==> src/rtl/mcdk_pkg.sv <==
// Shared types, constants and helper functions for the multiplexed clock display.
`default_nettype none
package mcdk_pkg;

  localparam int DIGITS            = 6;
  localparam int POS_W             = 3;
  localparam int TPS_W             = 16;
  localparam int KEY_HISTORY_DEPTH = 3;

  localparam logic [TPS_W-1:0] TPS_RESET  = 16'd960;
  localparam logic [4:0]       HOUR_RESET = 5'd14;
  localparam logic [5:0]       MIN_RESET  = 6'd20;
  localparam logic [5:0]       SEC_RESET  = 6'd56;

  localparam logic [5:0] SEC_TOP  = 6'd59;
  localparam logic [5:0] MIN_TOP  = 6'd59;
  localparam logic [4:0] HOUR_TOP = 5'd23;

  localparam logic [POS_W-1:0] LAST_POS = 3'd5;

  // key combinations, bit k = key read while digit k is selected
  localparam logic [DIGITS-1:0] KEY_SEC_UP   = 6'h05;
  localparam logic [DIGITS-1:0] KEY_SEC_DOWN = 6'h06;
  localparam logic [DIGITS-1:0] KEY_MIN_UP   = 6'h09;
  localparam logic [DIGITS-1:0] KEY_MIN_DOWN = 6'h0A;
  localparam logic [DIGITS-1:0] KEY_HR_UP    = 6'h21;
  localparam logic [DIGITS-1:0] KEY_HR_DOWN  = 6'h22;

  typedef enum logic [2:0] {
    ADJ_NONE     = 3'd0,
    ADJ_SEC_UP   = 3'd1,
    ADJ_SEC_DOWN = 3'd2,
    ADJ_MIN_UP   = 3'd3,
    ADJ_MIN_DOWN = 3'd4,
    ADJ_HR_UP    = 3'd5,
    ADJ_HR_DOWN  = 3'd6
  } adj_op_t;

  typedef struct packed {
    adj_op_t op;
  } key_cmd_t;

  // segments g..a, bit0 = a
  function automatic logic [6:0] seg_font(input logic [3:0] d);
    logic [6:0] p;
    case (d)
      4'd0:    p = 7'b0111111;
      4'd1:    p = 7'b0000110;
      4'd2:    p = 7'b1011011;
      4'd3:    p = 7'b1001111;
      4'd4:    p = 7'b1100110;
      4'd5:    p = 7'b1101101;
      4'd6:    p = 7'b1111101;
      4'd7:    p = 7'b0000111;
      4'd8:    p = 7'b1111111;
      4'd9:    p = 7'b1101111;
      default: p = 7'b0000000;
    endcase
    return p;
  endfunction

  function automatic logic [2:0] tens6(input logic [5:0] v);
    logic [2:0] t;
    if (v >= 6'd60)      t = 3'd6;
    else if (v >= 6'd50) t = 3'd5;
    else if (v >= 6'd40) t = 3'd4;
    else if (v >= 6'd30) t = 3'd3;
    else if (v >= 6'd20) t = 3'd2;
    else if (v >= 6'd10) t = 3'd1;
    else                 t = 3'd0;
    return t;
  endfunction

  function automatic logic [3:0] units6(input logic [5:0] v, input logic [2:0] t);
    logic [5:0] d;
    d = v - ({3'b000, t} << 3) - ({3'b000, t} << 1);
    return d[3:0];
  endfunction

endpackage
`default_nettype wire

==> src/rtl/multiplexed_clock_display_keys.sv <==
// Top level: six-digit multiplexed clock display with key-scan time setting.
//
//   channel | dir | handshake         | payload
//   in_     | in  | in_tvalid/tready  | in_tdata[7:0]: tick, key_sense
//   out_    | out | out_tvalid/tready | out_tdata[31:0]: select, pattern, h, m, s
//   cfg_    | in  | cfg_wr_en         | cfg_wr_data[15:0]: ticks_per_second
//
// One word per clock unless stalled: each accepted input word is registered as
// its result word in the next cycle. The input is taken whenever the output
// register is empty or being drained, so a stall on out_tready holds one word
// and back-pressures in_tready. Synchronous reset loads 14:20:56 and 960 ticks/s.
`default_nettype none
module multiplexed_clock_display_keys (
  input  wire logic        clk,
  input  wire logic        rst_n,
  input  wire logic        in_tvalid,
  output logic             in_tready,
  input  wire logic [7:0]  in_tdata,   // [0] tick, [1] key_sense, [7:2] zero
  output logic             out_tvalid,
  input  wire logic        out_tready,
  output logic      [31:0] out_tdata,  // [5:0] digit_select, [12:6] segment_pattern,
                                       // [17:13] hours, [23:18] minutes,
                                       // [29:24] seconds, [31:30] zero
  input  wire logic        cfg_wr_en,
  input  wire logic [15:0] cfg_wr_data
);

  logic                        step_en;
  logic [mcdk_pkg::POS_W-1:0]  scan_pos;
  logic [mcdk_pkg::DIGITS-1:0] select;
  logic [6:0]                  pattern;
  logic [4:0]                  hours, hours_nxt;
  logic [5:0]                  minutes, minutes_nxt, seconds, seconds_nxt;
  mcdk_pkg::key_cmd_t          cmd;
  logic                        out_valid_r;
  logic [31:0]                 out_data_r;

  assign in_tready = !out_valid_r || out_tready;
  assign step_en   = in_tvalid && in_tready;

  mcdk_display u_display (
    .scan_pos (scan_pos),
    .hours    (hours),
    .minutes  (minutes),
    .seconds  (seconds),
    .select   (select),
    .pattern  (pattern)
  );

  mcdk_keys u_keys (
    .clk       (clk),
    .rst_n     (rst_n),
    .step_en   (step_en),
    .key_sense (in_tdata[1]),
    .select    (select),
    .scan_pos  (scan_pos),
    .cmd       (cmd)
  );

  mcdk_time u_time (
    .clk         (clk),
    .rst_n       (rst_n),
    .step_en     (step_en),
    .cfg_we      (cfg_wr_en),
    .cfg_data    (cfg_wr_data),
    .cmd         (cmd),
    .hours       (hours),
    .minutes     (minutes),
    .seconds     (seconds),
    .hours_nxt   (hours_nxt),
    .minutes_nxt (minutes_nxt),
    .seconds_nxt (seconds_nxt)
  );

  always_ff @(posedge clk) begin
    if (!rst_n) begin
      out_valid_r <= 1'b0;
    end else if (step_en) begin
      out_valid_r <= 1'b1;
    end else if (out_tready) begin
      out_valid_r <= 1'b0;
    end
  end

  always_ff @(posedge clk) begin
    if (step_en) begin
      out_data_r <= {2'b00, seconds_nxt, minutes_nxt, hours_nxt, pattern, select};
    end
  end

  assign out_tvalid = out_valid_r;
  assign out_tdata  = out_data_r;

endmodule
`default_nettype wire

==> src/rtl/mcdk_display.sv <==
// Digit select decode and seven-segment pattern for the current scan position.
`default_nettype none
module mcdk_display (
  input  wire logic [mcdk_pkg::POS_W-1:0]  scan_pos,
  input  wire logic [4:0]                  hours,
  input  wire logic [5:0]                  minutes,
  input  wire logic [5:0]                  seconds,
  output logic      [mcdk_pkg::DIGITS-1:0] select,
  output logic      [6:0]                  pattern
);

  logic [mcdk_pkg::POS_W-1:0] pos_eff;
  logic [2:0] sec_t, min_t, hr_t;
  logic [3:0] digit;

  always_comb begin
    pos_eff = (scan_pos > mcdk_pkg::LAST_POS) ? '0 : scan_pos;
    select  = mcdk_pkg::DIGITS'(1) << pos_eff;
    sec_t   = mcdk_pkg::tens6(seconds);
    min_t   = mcdk_pkg::tens6(minutes);
    hr_t    = mcdk_pkg::tens6({1'b0, hours});
    unique case (pos_eff)
      3'd0:    digit = mcdk_pkg::units6(seconds, sec_t);
      3'd1:    digit = {1'b0, sec_t};
      3'd2:    digit = mcdk_pkg::units6(minutes, min_t);
      3'd3:    digit = {1'b0, min_t};
      3'd4:    digit = mcdk_pkg::units6({1'b0, hours}, hr_t);
      3'd5:    digit = {1'b0, hr_t};
      default: digit = 4'd0;
    endcase
    pattern = mcdk_pkg::seg_font(digit);
  end

endmodule
`default_nettype wire

==> src/rtl/mcdk_keys.sv <==
// Scan position, key accumulator, combination history and adjust decode.
`default_nettype none
module mcdk_keys (
  input  wire logic                        clk,
  input  wire logic                        rst_n,
  input  wire logic                        step_en,
  input  wire logic                        key_sense,
  input  wire logic [mcdk_pkg::DIGITS-1:0] select,
  output logic      [mcdk_pkg::POS_W-1:0]  scan_pos,
  output mcdk_pkg::key_cmd_t               cmd
);

  logic [mcdk_pkg::POS_W-1:0]  scan_pos_r, scan_pos_nxt;
  logic [mcdk_pkg::DIGITS-1:0] acc_r, acc_nxt, acc_new;
  logic [mcdk_pkg::DIGITS-1:0] hist_r   [mcdk_pkg::KEY_HISTORY_DEPTH];
  logic [mcdk_pkg::DIGITS-1:0] hist_nxt [mcdk_pkg::KEY_HISTORY_DEPTH];
  logic wrap, fire, fresh;
  mcdk_pkg::adj_op_t op;

  assign wrap = select[mcdk_pkg::DIGITS-1];

  always_comb begin
    acc_new = acc_r | (key_sense ? select : '0);
    fire    = wrap && (acc_new != '0);
    fresh   = 1'b1;
    for (int i = 0; i < mcdk_pkg::KEY_HISTORY_DEPTH; i++) begin
      if (hist_r[i] == acc_new) fresh = 1'b0;
    end

    unique case (acc_new)
      mcdk_pkg::KEY_SEC_UP:   op = mcdk_pkg::ADJ_SEC_UP;
      mcdk_pkg::KEY_SEC_DOWN: op = mcdk_pkg::ADJ_SEC_DOWN;
      mcdk_pkg::KEY_MIN_UP:   op = mcdk_pkg::ADJ_MIN_UP;
      mcdk_pkg::KEY_MIN_DOWN: op = mcdk_pkg::ADJ_MIN_DOWN;
      mcdk_pkg::KEY_HR_UP:    op = mcdk_pkg::ADJ_HR_UP;
      mcdk_pkg::KEY_HR_DOWN:  op = mcdk_pkg::ADJ_HR_DOWN;
      default:                op = mcdk_pkg::ADJ_NONE;
    endcase
    cmd.op = (fire && fresh) ? op : mcdk_pkg::ADJ_NONE;

    // out-of-range position restarts at digit 0 and moves on to 1
    if (wrap)                                scan_pos_nxt = '0;
    else if (scan_pos_r > mcdk_pkg::LAST_POS) scan_pos_nxt = 3'd1;
    else                                     scan_pos_nxt = scan_pos_r + 3'd1;

    acc_nxt = wrap ? '0 : acc_new;

    for (int i = 0; i < mcdk_pkg::KEY_HISTORY_DEPTH; i++) begin
      hist_nxt[i] = hist_r[i];
    end
    if (fire) begin
      for (int i = mcdk_pkg::KEY_HISTORY_DEPTH - 1; i > 0; i--) begin
        hist_nxt[i] = hist_r[i-1];
      end
      hist_nxt[0] = acc_new;
    end
  end

  always_ff @(posedge clk) begin
    if (!rst_n) begin
      scan_pos_r <= '0;
      acc_r      <= '0;
      for (int i = 0; i < mcdk_pkg::KEY_HISTORY_DEPTH; i++) hist_r[i] <= '0;
    end else if (step_en) begin
      scan_pos_r <= scan_pos_nxt;
      acc_r      <= acc_nxt;
      for (int i = 0; i < mcdk_pkg::KEY_HISTORY_DEPTH; i++) hist_r[i] <= hist_nxt[i];
    end
  end

  assign scan_pos = scan_pos_r;

endmodule
`default_nettype wire

==> src/rtl/mcdk_time.sv <==
// Tick counter, rate register and time-of-day counters with key adjust.
`default_nettype none
module mcdk_time (
  input  wire logic                       clk,
  input  wire logic                       rst_n,
  input  wire logic                       step_en,
  input  wire logic                       cfg_we,
  input  wire logic [mcdk_pkg::TPS_W-1:0] cfg_data,
  input  wire mcdk_pkg::key_cmd_t         cmd,
  output logic      [4:0]                 hours,
  output logic      [5:0]                 minutes,
  output logic      [5:0]                 seconds,
  output logic      [4:0]                 hours_nxt,
  output logic      [5:0]                 minutes_nxt,
  output logic      [5:0]                 seconds_nxt
);

  logic [mcdk_pkg::TPS_W-1:0] tps_r;
  logic [mcdk_pkg::TPS_W-1:0] tick_r, tick_nxt, tick_inc;
  logic [4:0] hours_r;
  logic [5:0] minutes_r, seconds_r;
  logic [4:0] h_adj;
  logic [5:0] m_adj, s_adj;
  logic [6:0] s_inc, m_inc;
  logic [5:0] h_inc;
  logic       due;

  always_comb begin
    tick_inc = tick_r + 16'd1;
    due      = tick_inc >= tps_r;
    tick_nxt = due ? tick_inc - tps_r : tick_inc;

    h_adj = hours_r;
    m_adj = minutes_r;
    s_adj = seconds_r;
    case (cmd.op)
      mcdk_pkg::ADJ_SEC_UP:
        s_adj = (seconds_r >= mcdk_pkg::SEC_TOP) ? '0 : seconds_r + 6'd1;
      mcdk_pkg::ADJ_SEC_DOWN:
        s_adj = (seconds_r == '0 || seconds_r > mcdk_pkg::SEC_TOP) ?
                mcdk_pkg::SEC_TOP : seconds_r - 6'd1;
      mcdk_pkg::ADJ_MIN_UP:
        m_adj = (minutes_r >= mcdk_pkg::MIN_TOP) ? '0 : minutes_r + 6'd1;
      mcdk_pkg::ADJ_MIN_DOWN:
        m_adj = (minutes_r == '0 || minutes_r > mcdk_pkg::MIN_TOP) ?
                mcdk_pkg::MIN_TOP : minutes_r - 6'd1;
      mcdk_pkg::ADJ_HR_UP:
        h_adj = (hours_r >= mcdk_pkg::HOUR_TOP) ? '0 : hours_r + 5'd1;
      mcdk_pkg::ADJ_HR_DOWN:
        h_adj = (hours_r == '0 || hours_r > mcdk_pkg::HOUR_TOP) ?
                mcdk_pkg::HOUR_TOP : hours_r - 5'd1;
      default: ;
    endcase

    // one-second advance with carry, after any key adjust
    s_inc       = {1'b0, s_adj} + 7'd1;
    m_inc       = {1'b0, m_adj} + 7'd1;
    h_inc       = {1'b0, h_adj} + 6'd1;
    seconds_nxt = s_adj;
    minutes_nxt = m_adj;
    hours_nxt   = h_adj;
    if (due) begin
      if (s_inc >= 7'd60) begin
        seconds_nxt = '0;
        if (m_inc >= 7'd60) begin
          minutes_nxt = '0;
          hours_nxt   = (h_inc >= 6'd24) ? '0 : h_inc[4:0];
        end else begin
          minutes_nxt = m_inc[5:0];
        end
      end else begin
        seconds_nxt = s_inc[5:0];
      end
    end
  end

  always_ff @(posedge clk) begin
    if (!rst_n) begin
      tps_r     <= mcdk_pkg::TPS_RESET;
      tick_r    <= '0;
      hours_r   <= mcdk_pkg::HOUR_RESET;
      minutes_r <= mcdk_pkg::MIN_RESET;
      seconds_r <= mcdk_pkg::SEC_RESET;
    end else begin
      if (cfg_we) tps_r <= cfg_data;
      if (step_en) begin
        tick_r    <= tick_nxt;
        hours_r   <= hours_nxt;
        minutes_r <= minutes_nxt;
        seconds_r <= seconds_nxt;
      end
    end
  end

  assign hours   = hours_r;
  assign minutes = minutes_r;
  assign seconds = seconds_r;

endmodule
`default_nettype wire

==> config.mk <==
export PLATFORM = sky130hd
export DESIGN_NAME = multiplexed_clock_display_keys
export DESIGN_NICKNAME = d
export VERILOG_FILES = /design/src/rtl/mcdk_pkg.sv /design/src/rtl/multiplexed_clock_display_keys.sv /design/src/rtl/mcdk_display.sv /design/src/rtl/mcdk_keys.sv /design/src/rtl/mcdk_time.sv
export SDC_FILE = /design/constraint.sdc
export NUM_CORES = 1
export LEC_CHECK = 0
export ABC_CLOCK_PERIOD_IN_PS = 4500
export BUFFER_PORTS_ARGS = -buffer_cell sky130_fd_sc_hd__buf_2
export CORE_MARGIN = 2
export CORE_UTILIZATION = 50
export DETAILED_ROUTE_END_ITERATION = 16
export GPL_ROUTABILITY_DRIVEN = 0
export PLACE_DENSITY_LB_ADDON = 0.08
export SLEW_MARGIN = 15
export SYNTH_ARGS = -nofsm -noshare
export SYNTH_HDL_FRONTEND = slang
export SYNTH_SLANG_ARGS = --single-unit
==> constraint.sdc <==
create_clock -name clk -period 4.5 [get_ports clk]
set_input_delay 0.225 -clock clk [delete_from_list [all_inputs] [get_ports clk]]
set_output_delay 0.225 -clock clk [all_outputs]
set_load 0.02 [all_outputs]
* After elaboration in Yosys (flattened, before gate mapping)
Memory sizes are Yosys's and may differ from the RTL's. A register that Yosys moved wholly into a read port is not among the register bits. Cells that the tools add are included.
Word-level totals: memory bits (writable) 18, input port bits 29, logic and storage cells 155, ROM bits 112, output and inout bits 34, register bits 89, memories 2
Memories:
- (name not given) | depth 16, width 7, rd ports 1, clocked after Yosys merged registers in 1, wr ports 0, RTL line mcdk_pkg.sv:46 | case (d)
- u_keys.hist_r | depth 3, width 6, rd ports 3, clocked after Yosys merged registers in 0, wr ports 3, RTL line mcdk_keys.sv:15 | logic [mcdk_pkg::DIGITS-1:0] hist_r [mcdk_pkg::KEY_HISTORY_DEPTH];
Operators by class: add/sub/neg operators 18, equality and inequality tests 20, reduce and logical (&&, ||, !) cells 14, muxes and demuxes 58, shifts and indexed selects 1, bitwise logic cells 4, $lt $le $gt $ge 29
Operators with widths (count):
- 2-to-1 mux 6 bit | 14
- 2-to-1 mux 3 bit | 19
- >= comparator 6 bit, second input constant | 8
- >= comparator 6 x 5 -> 1 bit, second input constant | 5
- 2-to-1 mux 5 bit | 6
- one-hot mux 4 bit (6 select lines) | 1
- one-hot mux 6 bit (2 select lines) | 2
- subtractor 4 bit | 6
- equality test 6 bit | 3
- >= comparator 5 x 6 -> 1 bit, second input constant | 3
- 2-to-1 mux 18 bit | 1
- one-hot mux 3 bit (6 select lines) | 1
- adder 16 x 1 -> 16 bit, second input constant | 1
- >= comparator 16 bit | 1
- 2-to-1 mux 16 bit | 1
- subtractor 16 bit | 1
- equality test 3 bit, second input constant | 5
- >= comparator 5 bit, second input constant | 3
- adder 6 x 1 -> 7 bit, second input constant | 2
- >= comparator 7 x 6 -> 1 bit, second input constant | 2
- adder 6 x 1 -> 6 bit, second input constant | 2
- equality test 3 x 2 -> 1 bit, second input constant | 4
- equality test 6 x 3 -> 1 bit, second input constant | 2
- equality test 6 x 4 -> 1 bit, second input constant | 2
- 25 further kinds | 49

* Depth between registers and ports, before layout
word-level depth 19, gate-level depth with buffers 22, depth with buffers taken out 19

* Modules after synthesis
A second synthesis with hierarchy kept.
Unflattened totals: cell total of the unflattened synthesis 964, area total of the unflattened synthesis 8306.7 um^2
Modules (own cells, without submodules):
- mcdk_time | times used 1, cells an instance 645, sequential area each 980.9 um^2, area each 4813.4 um^2
- mcdk_keys | times used 1, cells an instance 131, sequential area each 720.7 um^2, area each 1411.4 um^2
- mcdk_display | times used 1, cells an instance 150, sequential area each 0.0 um^2, area each 1104.8 um^2
- multiplexed_clock_display_keys | times used 1, cells an instance 38, sequential area each 920.9 um^2, area each 977.2 um^2

* Worst setup path before layout
OpenSTA, ideal clock, no wires.
kind register -> register, start point register u_keys.scan_pos_r, in the netlist u_keys.scan_pos[1], end point register out_data_r[16] (netlist: out_tdata[16]) (data pin), arrival 4.039 ns, path slack 0.196 ns, buffers on the path 5, data required time 4.235 ns, library setup time 0.265 ns, cell stages (with the launch flop) 21, clock period less this slack 4.304 ns, cell sequence dfxtp_1 buf_2 inv_1 ha_1 buf_4 and3b_1 buf_2 or3_1 a221oi_2 o2111ai_2 and4_4 buf_6 a31oi_2 or2_2 ha_1 inv_1 a221o_1 a211oi_2 buf_6 a21oi_2 or3_1
Between the ends: word-level cells in the longest chain between the ends 19, elaborated cells between the ends (all ways) 41, classes of those cells 3 x add/sub; 4 x order compare; 15 x eq/ne; 1 x shift; 14 x mux; 1 x bitwise; 3 x reduce/logical
RTL lines:
- from (decl) | RTL line mcdk_keys.sv:13 | logic [mcdk_pkg::POS_W-1:0] scan_pos_r, scan_pos_nxt;
- from (signal assigned) | RTL line mcdk_keys.sv:65 | scan_pos_r <= scan_pos_nxt;
- greater-than comparator 3 bit | RTL line mcdk_display.sv:17 | pos_eff = (scan_pos > mcdk_pkg::LAST_POS) ? '0 : scan_pos;
- 2-to-1 mux 3 bit (*) | RTL line mcdk_display.sv:17
- left shift 1 x 3 -> 6 bit (*) | RTL line mcdk_display.sv:18 | select = mcdk_pkg::DIGITS'(1) << pos_eff;
- 2-to-1 mux 6 bit | RTL line mcdk_keys.sv:23 | acc_new = acc_r | (key_sense ? select : '0);
- OR 6 bit | RTL line mcdk_keys.sv:23
- equality test 6 bit | RTL line mcdk_keys.sv:27 | if (hist_r[i] == acc_new) fresh = 1'b0;
- 2-to-1 mux 1 bit (3 in a row) | RTL line mcdk_keys.sv:27
- logical AND 1 bit | RTL line mcdk_keys.sv:39 | cmd.op = (fire && fresh) ? op : mcdk_pkg::ADJ_NONE;
- [2 not listed]
- one-hot mux 5 bit (2 select lines) | RTL line mcdk_time.sv:36 | case (cmd.op)
- adder 5 x 1 -> 6 bit | RTL line mcdk_time.sv:58 | h_inc = {1'b0, h_adj} + 6'd1;
- >= comparator 6 x 5 -> 1 bit | RTL line mcdk_time.sv:67 | hours_nxt = (h_inc >= 6'd24) ? '0 : h_inc[4:0];
- 2-to-1 mux 5 bit | RTL line mcdk_time.sv:67
- 2-to-1 mux 5 bit | RTL line mcdk_time.sv:65 | if (m_inc >= 7'd60) begin
- 2-to-1 mux 5 bit | RTL line mcdk_time.sv:63 | if (s_inc >= 7'd60) begin
- 2-to-1 mux 5 bit (*) | RTL line mcdk_time.sv:62 | if (due) begin
- named net hours_nxt[3] | RTL line multiplexed_clock_display_keys.sv:32 | logic [4:0] hours, hours_nxt;
- to (signal assigned) | RTL line multiplexed_clock_display_keys.sv:87 | out_data_r <= {2'b00, seconds_nxt, minutes_nxt, hours_nxt, pattern, select};
- to (decl) | RTL line multiplexed_clock_display_keys.sv:36 | logic [31:0] out_data_r;
Mark *: on every way through the listed nets, which the timed path passes. The rest lies on a longest branch. A chain may end at the register's enable or synchronous reset.

* Worst setup path in the final report
Same ends and word-level chain as after synthesis.

==> impl_metrics.tcl <==
set metrics [dict create \
    cp.arrival_ns 4.34 \
    path_clk_slew_ns 0.08 \
    via_per_inst 5.90 \
    area_growth_pct 11.5 \
    leakage_nw 3.76 \
    fmax_mhz 237 \
    ys_types 94 \
    synth-xor-area-share 0.0538 \
    synth-simple-area-share 0.216 \
    min_path_type "primary input to flop" \
    ir_drop_mv 0.212 \
    syn_inst 989 \
    num-fill-cells 1548 \
    ant_nets 0 \
    synthesis.area_um2 8300 \
    muxShareOfSynthArea 0.0339 \
    dr.pass1.iters 5 \
    seq_area_frac_synth 0.316 \
    netlist.area_leader.share 0.174 \
    cts_tree "built" \
    clockPowerShare 0.278 \
    cts_sinks 107 \
    vias 7430 \
    portBuffers 53 \
    wl_um 20300 \
    grt_max_degree 53 \
    grt_usage 0.232 \
    p_sw_frac 0.344 \
    hold_viol 0 \
    diodes 0 \
    async_flop_share 0 \
    clk_latency_ns 0.36 \
    nets 1110 \
    maxSlewHeadroom 0.499 \
    cts_max_path_buffers 2 \
    synth-compound-area-share 0.246 \
    fin_worst_skew_ns 0.0113 \
    period_share 0.940 \
    dp.cells 1241 \
    cp_max_fo 10 \
    hpwlAfterDp_um 14500 \
    start_util 0.506 \
    yosys-top-cells-area "edfxtp_1 (17%), dfxtp_1 (14%), ha_1 (6.9%), a21oi_1 (4.6%), nor2_1 (4.1%)" \
    start_kind "flop" \
    drive_gt1_frac 0.164 \
    period_minus_slack_ns 4.23 \
    antenna_found_initial 0 \
    crit_path_end_kind "flop" \
    wl_per_cell_um 16.1 \
    drc 0 \
    synth_edf_count 48 \
    synthFlopType "dfxtp_1" \
    grt_pass1_vias 6816 \
    fin_cells 1259 \
    placementRows 47 \
    cell_internal_pwr_w 0.00198 \
    p_seq_frac 0.393 \
    core_um2 16400 \
    status "completed" \
    setup_viol 0 \
    dieArea_um2 17700 \
    total_power_w 0.00301 \
    combPwrFrac 0.329 \
    drv_cap 0 \
    synth_top_family_by_area "compound AO/OA/AOI/OAI gates" \
    synth.avg_cell_area_um2 8.39 \
    pin_count 63 \
    synthAdderAreaFrac 0.0729 \
    grt.busiest_layer "met2" \
    mostFrequentLayoutCells "nor2_1 (90), nand2_1 (81), a21oi_1 (74), inv_1 (60), dfxtp_1 (58)" \
    grt_util_met3 0.0230 \
    met2_usage 0.389 \
    fp.dieW_um 133 \
    h-tree-depth 3 \
    final_common_cell "nor2_1" \
    use_met1 0.308 \
    p_sw_w 0.00104 \
    yosysWarnings 0 \
    yosys.area.top_type "edfxtp_1" \
    grt_pass1_wl_um 33500 \
    path_class "flop to flop" \
    grt_overflow 0 \
    p_per_area_nw_per_um2 326 \
    ys_ff_latch 107 \
    fp.dieH_um 133 \
    numCtsBuffers 9 \
    slew_violations 0 \
    drt_iter0_drc 515 \
    cp.required_ns 4.61 \
    root_buffer "clkbuf_16" \
    tightest_slew_ns 0.751 \
]
power by group through the flow:
stage          clock, W  combinational (W)  sequential [W]
3_3_place_gp          0           0.000973         0.00120
3_5_place_dp          0           0.000979         0.00120
2_1_floorplan         0           0.000705         0.00122
6_report       0.000839           0.000992         0.00118
5_1_grt        0.000890            0.00111         0.00120
4_1_cts        0.000858           0.000984         0.00118
final timing paths:
kind,slack [ns],depth (start not counted),startpoint,to
max,0.27,16,u_keys.scan_pos[1],out_tdata[16]
min,0.09,3,cfg_wr_data[8],u_time.tps_r[8]
max reg2reg,0.27,16,u_keys.scan_pos[1],out_tdata[16]
min reg2reg,0.47,2,u_keys.acc_r[5],u_keys.acc_r[5]
registers in the layout, summed over array words and instances, names as in the netlist:
name,flops
out_tdata,30
u_keys.hist_r,18
u_time.tick_r,16
u_time.tps_r,16
u_keys.acc_r,6
u_time.minutes,6
u_time.seconds,6
u_time.hours,5
u_keys.scan_pos,3
out_tvalid,1
worst max-delay path, cell delays in order (launching register included):
cell and delay [ns]:
dfxtp_1 0.34, inv_1 0.07, ha_2 0.24, and3b_1 0.26
or3_1 0.32, a221oi_1 0.38, o2111ai_2 0.19, and4_4 0.28
a31oi_2 0.17, or2_2 0.16, ha_1 0.21, inv_1 0.10
a221o_2 0.45, a211oi_2 0.26, buf_6 0.18, a21oi_2 0.06
or3_1 0.30
cells in the mapped netlist, types with 5 or more instances:
cell / instances
nand3b_1: 6
o31ai_1: 8
a21o_1: 5
nor3_1: 23
o22ai_1: 10
nor2b_1: 8
xor2_1: 19
nand3_1: 30
o21a_1: 13
nor3b_1: 5
and2_1: 17
a21oi_2: 5
nor2_1: 90
o211ai_1: 14
inv_1: 61
clkbuf_1: 42
edfxtp_1: 48
nand2_1: 81
and3_1: 22
xnor2_1: 32
a211oi_1: 11
a21oi_1: 76
nand2b_1: 10
a22oi_1: 6
mux2_2: 6
a31oi_1: 13
or3_1: 10
ha_1: 46
dfxtp_1: 59
o21ai_0: 56
buf_4: 7
nand4_1: 10
mux2i_1: 18
a311oi_1: 5
o21bai_1: 5
a221oi_1: 10
per-layer routing:
layer | up-vias | routed length [um]
met3 | 28 | 721
met2 | 172 | 9580
met1 | 3501 | 9540
met5 | - | 0
met4 | 0 | 453
li1 | 3729 | -
timing repair:
item | CTS | global route
setup endpoints to repair | 0 | 34
hold buffers | 0 | 0
gates resized for setup | 0 | 19
setup buffers | 0 | 2
area by class of cell:
cell class,count,area [um^2],area share
multi-input combinational,763,5250,0.567
sequential,107,2620,0.284
timing repair buffer,92,562,0.0607
clock buffer,12,279,0.0302
tap,220,275,0.0297
inverter,61,229,0.0247
clock inverter,4,33.8,0.00365
cells by family (layout without fill, tap and decap cells):
logic type	count (synthesis)	in the layout
buf+inv	120	169
simple gates	341	341
other cells	1	2
xor+xnor	51	51
compound gates	295	295
fa+ha+maj	48	48
flops	107	107
mux	26	26
through the flow:
| step | cell area, um^2 | TNS (ns) | util | worst slack [ns] | hold WS [ns] |
|---|---|---|---|---|---|
| 3_3_place_gp | 8850 | 0 | 0.540 | 0.123 | 0.443 |
| 4_1_cts | 9170 | 0 | 0.559 | 0.0695 | 0.0746 |
| 2_1_floorplan | 8310 | 0 | - | 0.196 | 0.354 |
| 3_5_place_dp | 8850 | 0 | 0.540 | 0.0977 | 0.450 |
| 5_1_grt | 9250 | -0.0564 | 0.564 | -0.0379 | 0.0992 |
| 6_report | 9250 | 0 | 0.564 | 0.272 | 0.0863 |
No activity file was read; power rests on OpenSTA's default activity.
